[src/rtl/periodic_task_dispatcher_top_macros.svh]
// Assertion macros for the periodic task dispatcher.
// Depends on nothing; included by the top level only.
`ifndef PERIODIC_TASK_DISPATCHER_TOP_MACROS_SVH
`define PERIODIC_TASK_DISPATCHER_TOP_MACROS_SVH

// Same-cycle implication, checked outside reset.
`define PTD_ASSERT_NOW(lbl, clk, rstn, ante, cons) \
    lbl: assert property (@(posedge clk) disable iff (!rstn) (ante) |-> (cons)) \
        else $error("dispatcher check failed");

// Next-cycle implication, checked outside reset.
`define PTD_ASSERT_NEXT(lbl, clk, rstn, ante, cons) \
    lbl: assert property (@(posedge clk) disable iff (!rstn) (ante) |=> (cons)) \
        else $error("dispatcher check failed");

`endif

[src/rtl/ptd_pkg.sv]
// Shared types and constants of the periodic task dispatcher.
// Depends on nothing.
`default_nettype none

package ptd_pkg;

    // Input kinds.
    localparam logic [2:0] K_TICK    = 3'd0;
    localparam logic [2:0] K_CREATE  = 3'd1;
    localparam logic [2:0] K_SUSPEND = 3'd2;
    localparam logic [2:0] K_RESUME  = 3'd3;
    localparam logic [2:0] K_DELETE  = 3'd4;

    // Field widths.
    localparam int KIND_W   = 3;
    localparam int INSLOT_W = 8;
    localparam int PERIOD_W = 16;
    localparam int DUE_W    = 6;

    // At most this many due slots are reported per tick.
    localparam int MAX_RESULTS = 8;
    localparam int FOUND_W     = $clog2(MAX_RESULTS + 1);

    // One slot of the task table as it sits in memory.
    typedef struct packed {
        logic                present;
        logic                resumed;
        logic [PERIOD_W-1:0] period;
    } slot_entry_t;

endpackage

`default_nettype wire

[src/rtl/periodic_task_dispatcher_top.sv]
// Periodic task dispatcher: task table in a synchronous memory, tick scan with
// a shared bit-serial remainder unit. Depends on ptd_pkg and the macro header.
//
//  channel   handshake               payload
//  --------  ----------------------  ---------------------------------------
//  input     start & !busy           kind, task_slot, period, code_present
//  result    result_valid (1 cycle)  due_slot, due_valid, accepted, last
//
// A table operation reads the memory, then writes back; a rejected
// kind or out-of-range slot gives its result the cycle after acceptance.
// A tick reads each slot from memory once, and runs each present, resumed,
// nonzero-period slot through the one-bit-per-cycle remainder unit.
// Reset clears the tick counter and the per-entry valid bits; an entry never
// written reads as all zero. The receiver cannot stall; busy holds off start.
`default_nettype none

`include "periodic_task_dispatcher_top_macros.svh"

module periodic_task_dispatcher_top #(
    parameter int TASK_SLOTS = 8
) (
    input  wire logic                           clk,
    input  wire logic                           rst_n,
    input  wire logic                           start,
    output logic                                busy,
    input  wire logic [ptd_pkg::KIND_W-1:0]     kind,
    input  wire logic [ptd_pkg::INSLOT_W-1:0]   task_slot,
    input  wire logic [ptd_pkg::PERIOD_W-1:0]   period,
    input  wire logic                           code_present,
    output logic                                result_valid,
    output logic [ptd_pkg::DUE_W-1:0]           due_slot,
    output logic                                due_valid,
    output logic                                accepted,
    output logic                                last
);
    import ptd_pkg::*;

    localparam int SLOT_W = (TASK_SLOTS > 1) ? $clog2(TASK_SLOTS) : 1;
    localparam logic [SLOT_W-1:0]   LAST_SLOT  = SLOT_W'(TASK_SLOTS - 1);
    localparam logic [INSLOT_W-1:0] SLOT_LIMIT = INSLOT_W'(TASK_SLOTS);
    localparam logic [FOUND_W-1:0]  FOUND_STOP = FOUND_W'(MAX_RESULTS - 1);

    // Sequencer states.
    localparam logic [2:0] S_IDLE = 3'd0;
    localparam logic [2:0] S_OP   = 3'd1;
    localparam logic [2:0] S_CHK  = 3'd2;
    localparam logic [2:0] S_DIV  = 3'd3;
    localparam logic [2:0] S_FIN  = 3'd4;

    // Task table memory and its per-entry valid bits.
    slot_entry_t               mem [TASK_SLOTS];
    logic [TASK_SLOTS-1:0]     vld_reg;
    slot_entry_t               rd_data_reg;
    logic                      rd_vld_reg;

    logic                      rd_en;
    logic [SLOT_W-1:0]         rd_addr;
    logic                      wr_en;
    logic [SLOT_W-1:0]         wr_addr;
    slot_entry_t               wr_data;

    // Control and working registers.
    logic [2:0]                state_reg, state_next;
    logic [PERIOD_W-1:0]       tick_reg, tick_next;
    logic [KIND_W-1:0]         kind_reg, kind_next;
    logic [SLOT_W-1:0]         op_slot_reg, op_slot_next;
    logic [PERIOD_W-1:0]       period_reg, period_next;
    logic                      code_reg, code_next;
    logic [SLOT_W-1:0]         scan_reg, scan_next;
    logic [FOUND_W-1:0]        found_reg, found_next;
    logic                      pend_vld_reg, pend_vld_next;
    logic [SLOT_W-1:0]         pend_slot_reg, pend_slot_next;

    // Remainder unit registers.
    logic [PERIOD_W-1:0]       rem_reg, rem_next;
    logic [PERIOD_W-1:0]       dvd_reg, dvd_next;
    logic [PERIOD_W-1:0]       den_reg, den_next;
    logic [3:0]                cnt_reg, cnt_next;

    // Result registers.
    logic                      res_vld_reg;
    logic [DUE_W-1:0]          res_slot_reg;
    logic                      res_due_reg;
    logic                      res_acc_reg;
    logic                      res_last_reg;

    logic                      emit;
    logic [DUE_W-1:0]          emit_slot;
    logic                      emit_due;
    logic                      emit_acc;
    logic                      emit_last;

    slot_entry_t               entry;
    logic                      slot_active;
    logic                      scan_end;
    logic                      advance;
    logic                      op_ok;
    logic                      in_range;
    logic [PERIOD_W:0]         trial;
    logic [PERIOD_W:0]         diff;
    logic [PERIOD_W-1:0]       rem_step;

    // An entry that was never written reads as the reset value.
    assign entry       = rd_vld_reg ? rd_data_reg : '0;
    assign slot_active = entry.present && entry.resumed && (entry.period != '0);
    assign scan_end    = (scan_reg == LAST_SLOT);
    assign in_range    = (task_slot < SLOT_LIMIT);

    // One restoring step of the remainder: shift in a dividend bit, subtract if it fits.
    assign trial    = {rem_reg, dvd_reg[PERIOD_W-1]};
    assign diff     = trial - {1'b0, den_reg};
    assign rem_step = diff[PERIOD_W] ? trial[PERIOD_W-1:0] : diff[PERIOD_W-1:0];

    // Sequencer and datapath next-state logic.
    always_comb
    begin
        state_next     = state_reg;
        tick_next      = tick_reg;
        kind_next      = kind_reg;
        op_slot_next   = op_slot_reg;
        period_next    = period_reg;
        code_next      = code_reg;
        scan_next      = scan_reg;
        found_next     = found_reg;
        pend_vld_next  = pend_vld_reg;
        pend_slot_next = pend_slot_reg;
        rem_next       = rem_reg;
        dvd_next       = dvd_reg;
        den_next       = den_reg;
        cnt_next       = cnt_reg;
        rd_en          = 1'b0;
        rd_addr        = scan_reg;
        wr_en          = 1'b0;
        wr_addr        = op_slot_reg;
        wr_data        = entry;
        emit           = 1'b0;
        emit_slot      = '0;
        emit_due       = 1'b0;
        emit_acc       = 1'b0;
        emit_last      = 1'b1;
        advance        = 1'b0;
        op_ok          = 1'b0;

        case (state_reg)
            S_IDLE:
            begin
                if (start)
                begin
                    kind_next    = kind;
                    op_slot_next = task_slot[SLOT_W-1:0];
                    period_next  = period;
                    code_next    = code_present;
                    if (kind == K_TICK)
                    begin
                        tick_next     = tick_reg + 1'b1;
                        scan_next     = '0;
                        found_next    = '0;
                        pend_vld_next = 1'b0;
                        rd_en         = 1'b1;
                        rd_addr       = '0;
                        state_next    = S_CHK;
                    end
                    else if (in_range &&
                             (kind inside {K_CREATE, K_SUSPEND, K_RESUME, K_DELETE}))
                    begin
                        rd_en      = 1'b1;
                        rd_addr    = task_slot[SLOT_W-1:0];
                        state_next = S_OP;
                    end
                    else
                    begin
                        // Unknown kind or slot out of range: reject at once.
                        emit = 1'b1;
                    end
                end
            end

            S_OP:
            begin
                // Read-modify-write of the addressed slot.
                case (kind_reg)
                    K_CREATE:
                    begin
                        if (code_reg && !entry.present)
                        begin
                            wr_data.present = 1'b1;
                            wr_data.resumed = 1'b1;
                            wr_data.period  = period_reg;
                            op_ok           = 1'b1;
                        end
                    end
                    K_SUSPEND:
                    begin
                        wr_data.resumed = 1'b0;
                        op_ok           = 1'b1;
                    end
                    K_RESUME:
                    begin
                        wr_data.resumed = 1'b1;
                        op_ok           = 1'b1;
                    end
                    K_DELETE:
                    begin
                        wr_data.present = 1'b0;
                        op_ok           = 1'b1;
                    end
                    default:
                    begin
                        op_ok = 1'b0;
                    end
                endcase
                wr_en      = op_ok;
                emit       = 1'b1;
                emit_acc   = op_ok;
                state_next = S_IDLE;
            end

            S_CHK:
            begin
                if (slot_active)
                begin
                    rem_next   = '0;
                    dvd_next   = tick_reg;
                    den_next   = entry.period;
                    cnt_next   = 4'd15;
                    state_next = S_DIV;
                end
                else
                begin
                    advance = 1'b1;
                end
            end

            S_DIV:
            begin
                rem_next = rem_step;
                dvd_next = {dvd_reg[PERIOD_W-2:0], 1'b0};
                cnt_next = cnt_reg - 1'b1;
                if (cnt_reg == 4'd0)
                begin
                    if (rem_step == '0)
                    begin
                        // A due slot: release the one held back, hold this one.
                        if (pend_vld_reg)
                        begin
                            emit      = 1'b1;
                            emit_slot = DUE_W'(pend_slot_reg);
                            emit_due  = 1'b1;
                            emit_last = 1'b0;
                        end
                        pend_vld_next  = 1'b1;
                        pend_slot_next = scan_reg;
                        found_next     = found_reg + 1'b1;
                        if (found_reg == FOUND_STOP)
                        begin
                            state_next = S_FIN;
                        end
                        else
                        begin
                            advance = 1'b1;
                        end
                    end
                    else
                    begin
                        advance = 1'b1;
                    end
                end
            end

            S_FIN:
            begin
                // Final result of the tick: the held slot, or a none result.
                emit = 1'b1;
                if (pend_vld_reg)
                begin
                    emit_slot = DUE_W'(pend_slot_reg);
                    emit_due  = 1'b1;
                end
                state_next = S_IDLE;
            end

            default:
            begin
                state_next = S_IDLE;
            end
        endcase

        // Move the scan to the next slot, or finish after the last one.
        if (advance)
        begin
            if (scan_end)
            begin
                state_next = S_FIN;
            end
            else
            begin
                scan_next  = scan_reg + 1'b1;
                rd_en      = 1'b1;
                rd_addr    = scan_reg + 1'b1;
                state_next = S_CHK;
            end
        end
    end

    // Task table memory: one write port, one registered read port.
    always_ff @(posedge clk)
    begin
        if (wr_en)
        begin
            mem[wr_addr] <= wr_data;
        end
        if (rd_en)
        begin
            rd_data_reg <= mem[rd_addr];
        end
    end

    // Valid bits of the table and of the read data.
    always_ff @(posedge clk or negedge rst_n)
    begin
        if (!rst_n)
        begin
            vld_reg    <= '0;
            rd_vld_reg <= 1'b0;
        end
        else
        begin
            if (wr_en)
            begin
                vld_reg[wr_addr] <= 1'b1;
            end
            if (rd_en)
            begin
                rd_vld_reg <= vld_reg[rd_addr];
            end
        end
    end

    // Control registers.
    always_ff @(posedge clk or negedge rst_n)
    begin
        if (!rst_n)
        begin
            state_reg    <= S_IDLE;
            tick_reg     <= '0;
            found_reg    <= '0;
            pend_vld_reg <= 1'b0;
            res_vld_reg  <= 1'b0;
        end
        else
        begin
            state_reg    <= state_next;
            tick_reg     <= tick_next;
            found_reg    <= found_next;
            pend_vld_reg <= pend_vld_next;
            res_vld_reg  <= emit;
        end
    end

    // Payload registers.
    always_ff @(posedge clk)
    begin
        kind_reg      <= kind_next;
        op_slot_reg   <= op_slot_next;
        period_reg    <= period_next;
        code_reg      <= code_next;
        scan_reg      <= scan_next;
        pend_slot_reg <= pend_slot_next;
        rem_reg       <= rem_next;
        dvd_reg       <= dvd_next;
        den_reg       <= den_next;
        cnt_reg       <= cnt_next;
        if (emit)
        begin
            res_slot_reg <= emit_slot;
            res_due_reg  <= emit_due;
            res_acc_reg  <= emit_acc;
            res_last_reg <= emit_last;
        end
    end

    assign busy         = (state_reg != S_IDLE);
    assign result_valid = res_vld_reg;
    assign due_slot     = res_slot_reg;
    assign due_valid    = res_due_reg;
    assign accepted     = res_acc_reg;
    assign last         = res_last_reg;

    // Checks on the sequencer.
    `PTD_ASSERT_NEXT(a_accept_progress, clk, rst_n, start && !busy, busy || result_valid)
    `PTD_ASSERT_NOW(a_mid_result_busy, clk, rst_n, result_valid && !last, busy && due_valid)
    `PTD_ASSERT_NOW(a_accept_alone, clk, rst_n, result_valid && accepted, last && !due_valid)
    `PTD_ASSERT_NOW(a_found_bound, clk, rst_n, 1'b1, found_reg <= FOUND_W'(MAX_RESULTS))

endmodule

`default_nettype wire

[config.mk]
export PLATFORM = sky130hd
export DESIGN_NAME = periodic_task_dispatcher_top
export DESIGN_NICKNAME = d
export VERILOG_FILES = /design/src/rtl/ptd_pkg.sv /design/src/rtl/periodic_task_dispatcher_top.sv
export VERILOG_INCLUDE_DIRS = /design/src /design/src/rtl
export SDC_FILE = /design/constraint.sdc
export NUM_CORES = 1
export LEC_CHECK = 0
export ABC_AREA = 1
export BUFFER_PORTS_ARGS = -buffer_cell sky130_fd_sc_hd__buf_2
export CAP_MARGIN = 20
export CORE_UTILIZATION = 50
export DETAILED_ROUTE_END_ITERATION = 6
export PLACE_DENSITY_LB_ADDON = 0.12
export REMOVE_ABC_BUFFERS = 1
export SETUP_SLACK_MARGIN = 0.15
export SLEW_MARGIN = 20
export SYNTH_ARGS = -nofsm -noshare
export SYNTH_HDL_FRONTEND = slang
export SYNTH_SLANG_ARGS = --single-unit
[constraint.sdc]
create_clock -name clk -period 3.9 [get_ports clk]
set_clock_uncertainty 0.1 [all_clocks]
set_input_delay 0.195 -clock clk [delete_from_list [all_inputs] [get_ports clk]]
set_output_delay 0.195 -clock clk [all_outputs]
set_load 0.02 [all_outputs]
== Word level (Yosys, flattened, before mapping) ==
Memory sizes are Yosys's and may differ from the RTL's. A register that Yosys moved wholly into a read port is not among the register bits.
Cells that the tools add are included.

* Register bits: 124
* Memory bits (writable): 144
* Word-level logic and storage cells: 158
* Memories kept: 1

{| class="wikitable"
|+ Memories
! memory !! depth !! width !! read ports !! clocked after memory_dff !! wr ports !! line !! RTL
|-
| mem || 8 || 18 || 1 || 1 || 1 || periodic_task_dispatcher_top.sv:51 || <nowiki>slot_entry_t mem [TASK_SLOTS];</nowiki>
|}

* $lt $le $gt $ge: 4
* $add $sub $neg: 5
* Equality and inequality tests: 25
* Multiplexer cells: 77
* Reductions and logical operators: 24
* Bitwise gates (word level): 1

{| class="wikitable"
|+ Operator list
! cell !! number
|-
| 2-to-1 mux 3 bit || 23
|-
| 2-to-1 mux 16 bit || 4
|-
| one-hot mux 16 bit (2 select lines) || 2
|-
| 2-to-1 mux 18 bit || 3
|-
| 2-to-1 mux 1 bit || 27
|-
| 2-to-1 mux 4 bit || 5
|-
| == test 3 x 2 -> 1 bit (second input constant) || 6
|-
| subtractor 17 x 16 -> 17 bit || 1
|-
| adder 16 x 1 -> 16 bit (second input constant) || 1
|-
| zero test 16 bit || 1
|-
| one-hot mux 4 bit (2 select lines) || 2
|-
| nonzero test 16 bit || 1
|-
| != test 3 bit (second input constant) || 5
|-
| == test 3 bit (second input constant) || 4
|-
| != test 2 bit (second input constant) || 5
|-
| one-hot mux 1 bit (2 select lines) || 5
|-
| == test 3 x 1 -> 1 bit (second input constant) || 3
|-
| one-hot mux 3 bit (3 select lines) || 1
|-
| less-than comparator 3 x 4 -> 1 bit (second input constant) || 2
|-
| less-than comparator 8 x 4 -> 1 bit (second input constant) || 1
|-
| bitwise OR 8 bit || 1
|-
| zero test 3 bit || 2
|-
| one-hot mux 1 bit (3 select lines) || 2
|-
| one-hot mux 3 bit (2 select lines) || 1
|-
| 20 further kinds || 28
|}

== Logic depth before layout (Yosys ltp) ==
Gate-level depths: netlist of the first run.

* Depth in word-level cells: 11
* Gate-level depth with buffers: 30
* Mapped depth without buffers: 27

== Worst setup path before layout of the first run ==
Ideal clock, no wire load.

* Path type: register to register
* Start: reg rd_vld_reg
* End: reg cnt_reg[0], enable pin
* Clock period less this slack: 4157 ps
* Cell stages (with the launch flop): 8
* Arrival: 3578 ps
* Path buffers: 1
* Setup slack: -257 ps
* Data required time: 3321 ps
* Library setup time: 479 ps
* Path through: dfrtp_1 -> clkbuf_1 -> nand2_1 -> inv_1 -> nor4_1 -> nand4_1 -> nand4_1 -> o21ai_0

{| class="wikitable"
|+ RTL lines
! element !! line !! RTL
|-
| start, declared || periodic_task_dispatcher_top.sv:54 || <nowiki>logic rd_vld_reg;</nowiki>
|-
| start signal, assigned || periodic_task_dispatcher_top.sv:334 || <nowiki>rd_vld_reg <= vld_reg[rd_addr];</nowiki>
|-
| end signal, assigned || periodic_task_dispatcher_top.sv:372 || <nowiki>cnt_reg <= cnt_next;</nowiki>
|-
| end, declared || periodic_task_dispatcher_top.sv:78 || <nowiki>logic [3:0] cnt_reg, cnt_next;</nowiki>
|}

== Worst setup path after layout of the first run ==
* Start: reg den_reg[0]
* End: reg rd_data_reg[15] (netlist name)

* Longest elaborated chain between the ends: 7
* Elaborated cells between the ends (all ways): 8

{| class="wikitable"
|+ Ends and longest elaborated chain
! element !! line !! RTL
|-
| start, declared || periodic_task_dispatcher_top.sv:77 || <nowiki>logic [PERIOD_W-1:0] den_reg, den_next;</nowiki>
|-
| start signal, assigned || periodic_task_dispatcher_top.sv:371 || <nowiki>den_reg <= den_next;</nowiki>
|-
| subtractor 17 x 16 -> 17 bit * || periodic_task_dispatcher_top.sv:111 || <nowiki>assign diff = trial - {1'b0, den_reg};</nowiki>
|-
| 2-to-1 mux 16 bit * || periodic_task_dispatcher_top.sv:112 || <nowiki>assign rem_step = diff[PERIOD_W] ? trial[PERIOD_W-1:0] : diff[PERIOD_W-1:0];</nowiki>
|-
| zero test 16 bit * || periodic_task_dispatcher_top.sv:241 || <nowiki>if (rem_step == '0)</nowiki>
|-
| 2-to-1 mux 1 bit * || periodic_task_dispatcher_top.sv:241 ||
|-
| 2-to-1 mux 1 bit * || periodic_task_dispatcher_top.sv:239 || <nowiki>if (cnt_reg == 4'd0)</nowiki>
|-
| one-hot mux 1 bit (2 select lines) * || periodic_task_dispatcher_top.sv:144 || <nowiki>case (state_reg)</nowiki>
|-
| 2-to-1 mux 3 bit / 2-to-1 mux 1 bit (equally long branches) || periodic_task_dispatcher_top.sv:289 || <nowiki>if (advance)</nowiki>
|}

Mark *: on every way between the ends. The rest lies on a longest branch, timed or not.
A chain may end at the register's enable or synchronous reset.

==> impl_results.md, run 1 <==
- Sequential cell area: 0.00830 mm2
- Max VDD drop: 0.480 mV
- HP Class: input port to async pin
- Total global-route track usage: a little over a fifth
- Final wirelength: 30600 um
- CP endpoint: rd_data_reg[15]
- Post-synth EDFFs: about 250
- FF-to-FF setup slack: ~0.20 ns
- DR vias: around 9000
- Initial antenna violation count: 0
- Fin nets: 1462
- Peak Freq: 270 MHz
- Setup TNS: 0 ns
- GR Overflow Total: 0
- Root Driver: clkbuf_16
- DRT Pass-1 Iters: 7
- Top-count cell post-synth: nand2_1
- Fillcell total: 2189
- Post-synthesis cell count: roughly 1300
- Sequential Power Share: 33.1%
- Die ar.: 0.0274 mm2
- Internal power: 8.13 mW
- Power, Total: ~14 mW
- Synth area leader: edfxtp_1
- RePlAce Congestion: 0.848
- Cell Area, Placed: 0.0141 mm2
- DRT iter0 DRCs: 658
- Startpoint Class: register
- Starting Density: 51.1%
- Vias in the first global route: roughly 8700
- First-pass GRT wire length: 45900 um
- CP Capture Type: register
- Outcome: finished, violations left
- Multi-input gate area: 0.00443 mm2
- Via/cell ratio: 5.18
- Critical path's slowest cell: edfxtp_1
- Fin Hold WS: 0.181 ns
- Ys async rst share: 12.0%
- Area delta synth->final: 19.2%
- CTS Buf Count: 30
- Crit Path Category: register to register
- Final setup violation count: 0
- Worst slew margin: roughly a third
- Max reg flops: 144
- Violated checks: design-rule violations
- Max Cap Viol: 0
- Die Y: 165 um
- Site Rows: about 60
- Pins Over Slew Limit: 0
- Top cells by area, synth: edfxtp_1 55%, nand2_1 9.7%, dfrtp_1 6.4%
- Largest net degree at the start of global routing: 37
- End of the worst register-to-register path: rd_data_reg[15]
- Seq/Total Area, Yosys: 62.1%
- Crit path depth: 25
- Worst skew pair latency: roughly 0.56 ns
- Distinct cells, synth: 41
- Post-DP HPWL: 18900 um
- Final instance area: 0.0159 mm2
- Syn Area/Cell: 10.4 um2
- CORE AREA: 0.0261 mm2
- Part of the power in the clock network: 19.3%
- Top FF cell, synth: edfxtp_1
- Combinational share of power: a little under half
- CTS tree: done
- Final Hold Viols: 0
- Port Buf Inserts: 38
- Power per cell area: 849 mW/mm2
- Crit path largest cell delay: 0.41 ns
- Synth top area share: 55.3%
- CTS max path bufs: 3
- RSZ-0062 raised after global routing: true
- WP data required: between 4 and 5 ns
- CP Max Fanout: 11
- Worst R2R Path Depth: 25
- YS warnings: 0
- Depth of the CTS H-tree: 1
- Drt wl/cell: ~17 um
- Minimum clock period: 3.70 ns
- Layout cells sized above 1: between 10% and 20%
- Most frequent cells after synthesis: 345 x nand2_1, 246 x edfxtp_1, 179 x inv_1, 92 x nor2_1, 49 x nand3_1
- Ant. Diodes: 0
- Sw Pwr: ~5.4 mW
- Width of the die: ~170 um
- Worst Path Buf+Inv: 2
- Final period utilization: 94.9%
- TritonCTS Sinks: 283
- #FFs+latches synth: 283
- CP startpoint: den_reg[0]
- Leakage: 6.74 nW
- Mapped Area: 0.0134 mm2
- Drt drc: 2
- Slew @ Worst Pin: 0.986 ns
- Sw Share: 39.9%
- I/O pin count: 42
- CP delay by family, top: simple AND/OR/NAND/NOR gates
- Worst R2R Start: den_reg[0]
- Critical Path AT: 3.92 ns
- CTS clk-pin slew, worst paths: 0.06 ns
- Final ANT Viol Nets: 0
==> cell type report <==
type,count,area share [%]
Clock buffer,35,4.96
Clock inverter,20,0.817
Inverter,187,4.44
Tap cell,335,2.63
Multi-Input combinational cell,784,27.8
Timing Repair Buffer,123,7.26
Sequential cell,283,52.1
==> through the flow <==
stage | setup WS (ns) | utilization, % | std cells
2_1_floorplan | -2.00 | - | 1251
3_3_place_gp | 0.143 | 54.1 | 1665
3_5_place_dp | 0.0457 | 54.1 | 1665
4_1_cts | 0.154 | 58.9 | 1749
5_1_grt | -0.0909 | 61.0 | 1767
6_report | 0.199 | 61.0 | 1767
==> worst register-to-register path: cells and delay by family (launching register included) <==
kind            cells  cell delay [ns]
compound gates      1             0.10
fa+ha+maj           2             0.59
buf+inv             2             0.30
flops               1             0.41
simple gates       20             1.98
==> cells by family (layout without fill, tap and decap cells) <==
family	after synthesis	count (layout)	synth area share, %
simple gates	535	538	16.6
flops	283	283	62.1
buf+inv	228	365	7.49
compound gates	199	199	10.2
fa+ha+maj	22	22	2.12
xor+xnor	22	22	1.44
other cells	1	3	0.0281
==> cells in the final DEF (no fill, tap or decap), drive strengths merged <==
| cell type | instances |
|---|---|
| o21a | 1 |
| buf | 91 |
| nand3b | 2 |
| nand3 | 53 |
| fa | 1 |
| o21ai | 85 |
| a21oi | 68 |
| nor2 | 92 |
| nor4 | 9 |
| clkinvlp | 4 |
| nor3 | 10 |
| clkinv | 17 |
| nand4 | 9 |
| conb | 3 |
| a21boi | 3 |
| and2 | 2 |
| xnor2 | 4 |
| ha | 21 |
| o31ai | 1 |
| nand2 | 361 |
| o211ai | 38 |
| edfxtp | 246 |
| dfrtp | 34 |
| o2111ai | 1 |
| dlygate4sd3 | 25 |
| xor2 | 18 |
| o21bai | 2 |
| clkbuf | 42 |
| inv | 186 |
| dfxtp | 3 |
==> power groups by stage <==
stage | sequential [mW] | combinational (mW) | clock [mW]
floorplan | 4.51 | 3.59 | 0
global placement | 4.51 | 5.34 | 0
detailed placement | 4.52 | 5.42 | 0
CTS | 4.46 | 5.64 | 2.66
global route | 4.53 | 7.09 | 2.78
finish | 4.48 | 6.43 | 2.61
==> worst min path at each step <==
stage	cells past startpoint	startpoint	endpoint	slack [ns]
after global placement	1	rst_n	vld_reg[3]	0.23
after floorplan	0	rst_n	found_reg[0]	-0.20
after CTS	2	rst_n	vld_reg[3]	0.17
after detailed placement	1	rst_n	vld_reg[3]	0.24
after global routing	2	period[12]	period_reg[12]	0.22
final	2	rst_n	vld_reg[2]	0.18
==> per-layer routing <==
metal | part of all wire, % | vias to the layer above | GRT usage, %
met1 | 44 | 4310 | 28.8
met5 | 0 | - | 0
met2 | 50 | 221 | 38.0
li1 | - | 4563 | -
met3 | 4.5 | 53 | 3.05
met4 | 2.2 | 0 | 5.79
==> repair_timing <==
item,in CTS,in global routing
buffers inserted,2,8
setup endpoints to repair,18,25
endpoints found under the hold margin,59,0
gates resized for setup,8,48
pin swaps,1,21
hold buffers,25,0
cloned,2,10
Power figures use the tool's default switching activity.
==> run 2: changes to the inputs <==
--- a/config.mk
+++ b/config.mk
@@ -9,7 +9,7 @@
 export ABC_AREA = 1
 export BUFFER_PORTS_ARGS = -buffer_cell sky130_fd_sc_hd__buf_2
 export CAP_MARGIN = 20
-export CORE_UTILIZATION = 50
+export CORE_UTILIZATION = 49
 export DETAILED_ROUTE_END_ITERATION = 6
 export PLACE_DENSITY_LB_ADDON = 0.12
 export REMOVE_ABC_BUFFERS = 1
==> run 2 against run 1 <==
  * The flow now finishes without violations
  * Via count down 0.15%
  * Count of clock-buffer cells in the layout decreased by 1
  * Sequential cell count stayed put
  * Worst setup slack improved by 0.039 ns
  * First-iteration DRC count fell by 28%
  * Critical path depth up 1
  * Largest power group unchanged
==> impl_results.md, run 2 (synthesized netlist as in run 1, its figures left out) <==
- Outcome: finished clean
- Critical Path AT: 3.87 ns (-0.05 ns)
- Drt wl/cell: 17.4 um (+0.19%)
- Drt drc: 0 (-2)
- Max VDD drop: 0.461 mV (-4.0%)
- Initial antenna violation count: 0 (unchanged)
- Fin Hold WS: 0.143 ns (-0.0380 ns)
- Fillcell total: 2220 (+1.4%)
- WP data required: 4.11 ns (about the same)
- Combinational share of power: 47.3% (-0.2 points)
- Pins Over Slew Limit: 0 (unchanged)
- Width of the die: 167 um (+1.0%)
- DR vias: 9133 (-0.15%)
- Post-layout utilization of the core: 59.7% (-1.3 points)
- DRT Pass-1 Iters: 5 (-2)
- Port Buf Inserts: 38 (unchanged)
- Worst R2R Path Depth: 26 (+4.0%)
- Slew @ Worst Pin: 0.825 ns (-0.161 ns)
- Vias in the first global route: 8592 (-0.98%)
- Sw Share: 39.2% (-0.68 points)
- Max reg flops: 144 (unchanged)
- I/O pin count: 42 (unchanged)
- Final period utilization: 93.9% (-1.0 points)
- Post-DP HPWL: 19600 um (+4.0%)
- Final wirelength: 30800 um (+0.70%)
- Startpoint Class: register
- CTS clk-pin slew, worst paths: 0.07 ns (about the same)
- Max Cap Viol: 0 (unchanged)
- DP Worst Slack: 0.141 ns (+0.0950 ns)
- CTS Buf Count: 30 (unchanged)
- Die Y: 167 um (+1.0%)
- TritonCTS Sinks: 283 (unchanged)
- DRT iter0 DRCs: 471 (-28%)
- Worst slew margin: 45.0% (+11 points)
- CORE AREA: 0.0269 mm2 (+2.8%)
- Part of the power in the clock network: 20.2% (+0.9 points)
- Root Driver: clkbuf_16
- Ant. Diodes: 0 (unchanged)
- Total global-route track usage: 21.4% (-0.55 points)
- Crit Path Category: register to register
- Commonest non-fill, non-tap cell in the layout: nand2_1
- Peak Freq: 273 MHz (+1.1%)
- First-pass GRT wire length: 46500 um (+1.3%)
- Starting Density: 49.7% (-1.4 points)
- Worst skew pair latency: 0.58 ns (+0.02 ns)
- Sequential Power Share: 32.5% (-0.6 points)
- Area delta synth->final: 20.1%
- Depth of the CTS H-tree: 1 (unchanged)
- Layout cells sized above 1: 18.1% (-0.39 points)
- Via/cell ratio: 5.14 (-0.66%)
- CTS max path bufs: 3 (unchanged)
- Largest net degree at the start of global routing: 37 (unchanged)
- CP Max Fanout: 8 (-3)
- Final setup violation count: 0 (unchanged)
- Final Hold Viols: 0 (unchanged)
- Power per cell area: 859 mW/mm2 (+1.2%)
- CP Capture Type: register
- Final WS setup: 0.238 ns (+0.0395 ns)
- Fin nets: 1465 (+0.21%)
- Power, Total: 13.8 mW (+2.0%)
- GR Overflow Total: 0 (unchanged)
- Sw Pwr: 5.41 mW (+0.24%)
- Die ar.: 0.0279 mm2 (+2.0%)
- Leakage: 6.80 nW (+0.86%)
- Final ANT Viol Nets: 0 (unchanged)
- RePlAce Congestion: 0.908 (+7.1%)
- CTS tree: done
- Commonest cells after routing, fill and taps aside: 339 x nand2_1, 246 x edfxtp_1, 179 x inv_1, 78 x nor2_1
- Setup TNS: 0 ns (unchanged)
- HP Class: input port to async pin
- Site Rows: 60 (+1.7%)
- RSZ-0062 raised after global routing: true
- Internal power: 8.38 mW (+3.1%)
- Minimum clock period: 3.66 ns (-0.0395 ns)
[run 2: cell types whose count changed in the layout (fill, tap and decap cells not counted), moves of 4 or more]
| cell | previous run | this run |
|---|---|---|
| nand2_2 | 13 | 8 |
| nor2_1 | 82 | 78 |
| buf_4 | 42 | 36 |
| buf_12 | 6 | 13 |
| nand2_1 | 334 | 339 |
[run 2: final cells by class]
cell class              instances  area (um2)  area share, %
inverters                     187         707           4.41
clock buffers                  34         766           4.77
clock inverters                21         203           1.26
flip-flops and latches        283        8300           51.7
repair buffers                126        1260           7.84
well taps                     341         427           2.66
multi-input cells             784        4390           27.3
[run 2: per-stage QoR]
step / area (um2) / std cells
floorplan: 13100 / 1251
global placement: 14300 / 1679
detailed placement: 14300 / 1679
CTS: 15500 / 1759
global route: 16000 / 1776
finish: 16000 / 1776
[run 2: worst max-delay path: stages, from the launching register on]
cell and delay [ns]:
edfxtp_1 0.35, inv_1 0.05, ha_2 0.20, fa_2 0.41
inv_2 0.07, nand2_2 0.04, nand2_2 0.06, nand3_2 0.09
nand2_4 0.10, nand2_4 0.08, nand3_4 0.12, nand2_2 0.12
nand2_1 0.12, nand2_1 0.06, nor2_1 0.09, nand2_1 0.09
nor2_1 0.12, nand3_2 0.13, nand2_4 0.14, nand3_4 0.18
nand2_8 0.20, clkbuf_16 0.17, nand2_1 0.07, o211ai_2 0.07
nand2_1 0.07, nand2_1 0.06, nand2_1 0.05
[run 2: repair_timing]
item	4_1_cts	5_1_grt
endpoints found under the setup margin	5	36
hold buffers	25	0
cloned	0	11
endpoints found under the hold margin	59	0
gates resized for setup	2	52
setup buffers	0	6
pin swaps	1	11
[run 2: worst paths after layout]
check | from | end | slack, ns
setup / recovery | dvd_reg[15] | rd_data_reg[11] | 0.24
hold / removal | rst_n | vld_reg[7] | 0.14
setup reg to reg | dvd_reg[15] | rd_data_reg[11] | 0.24
hold reg to reg | vld_reg[5] | vld_reg[5] | 0.37
max in group asynchronous | rst_n | tick_reg[8] | 3.00
min in group clk | task_slot[3] | state_reg[1] | 0.22
[run 2: power groups by stage]
stage	sequential [mW]	clock, mW	combinational, mW
after CTS	4.47	2.84	5.70
after floorplan	4.51	0	3.59
final	4.49	2.78	6.52
after detailed placement	4.53	0	5.65
after global placement	4.52	0	5.57
after global routing	4.54	2.94	7.15
[run 2: routing by layer]
| metal | GRT usage (%) | vias to the layer above | wire (um) |
|---|---|---|---|
| met5 | 0 | - | 0 |
| met4 | 6.58 | 0 | 762 |
| met3 | 2.43 | 51 | 978 |
| met2 | 37.4 | 159 | 15400 |
| met1 | 28.0 | 4372 | 13700 |
| li1 | - | 4551 | - |
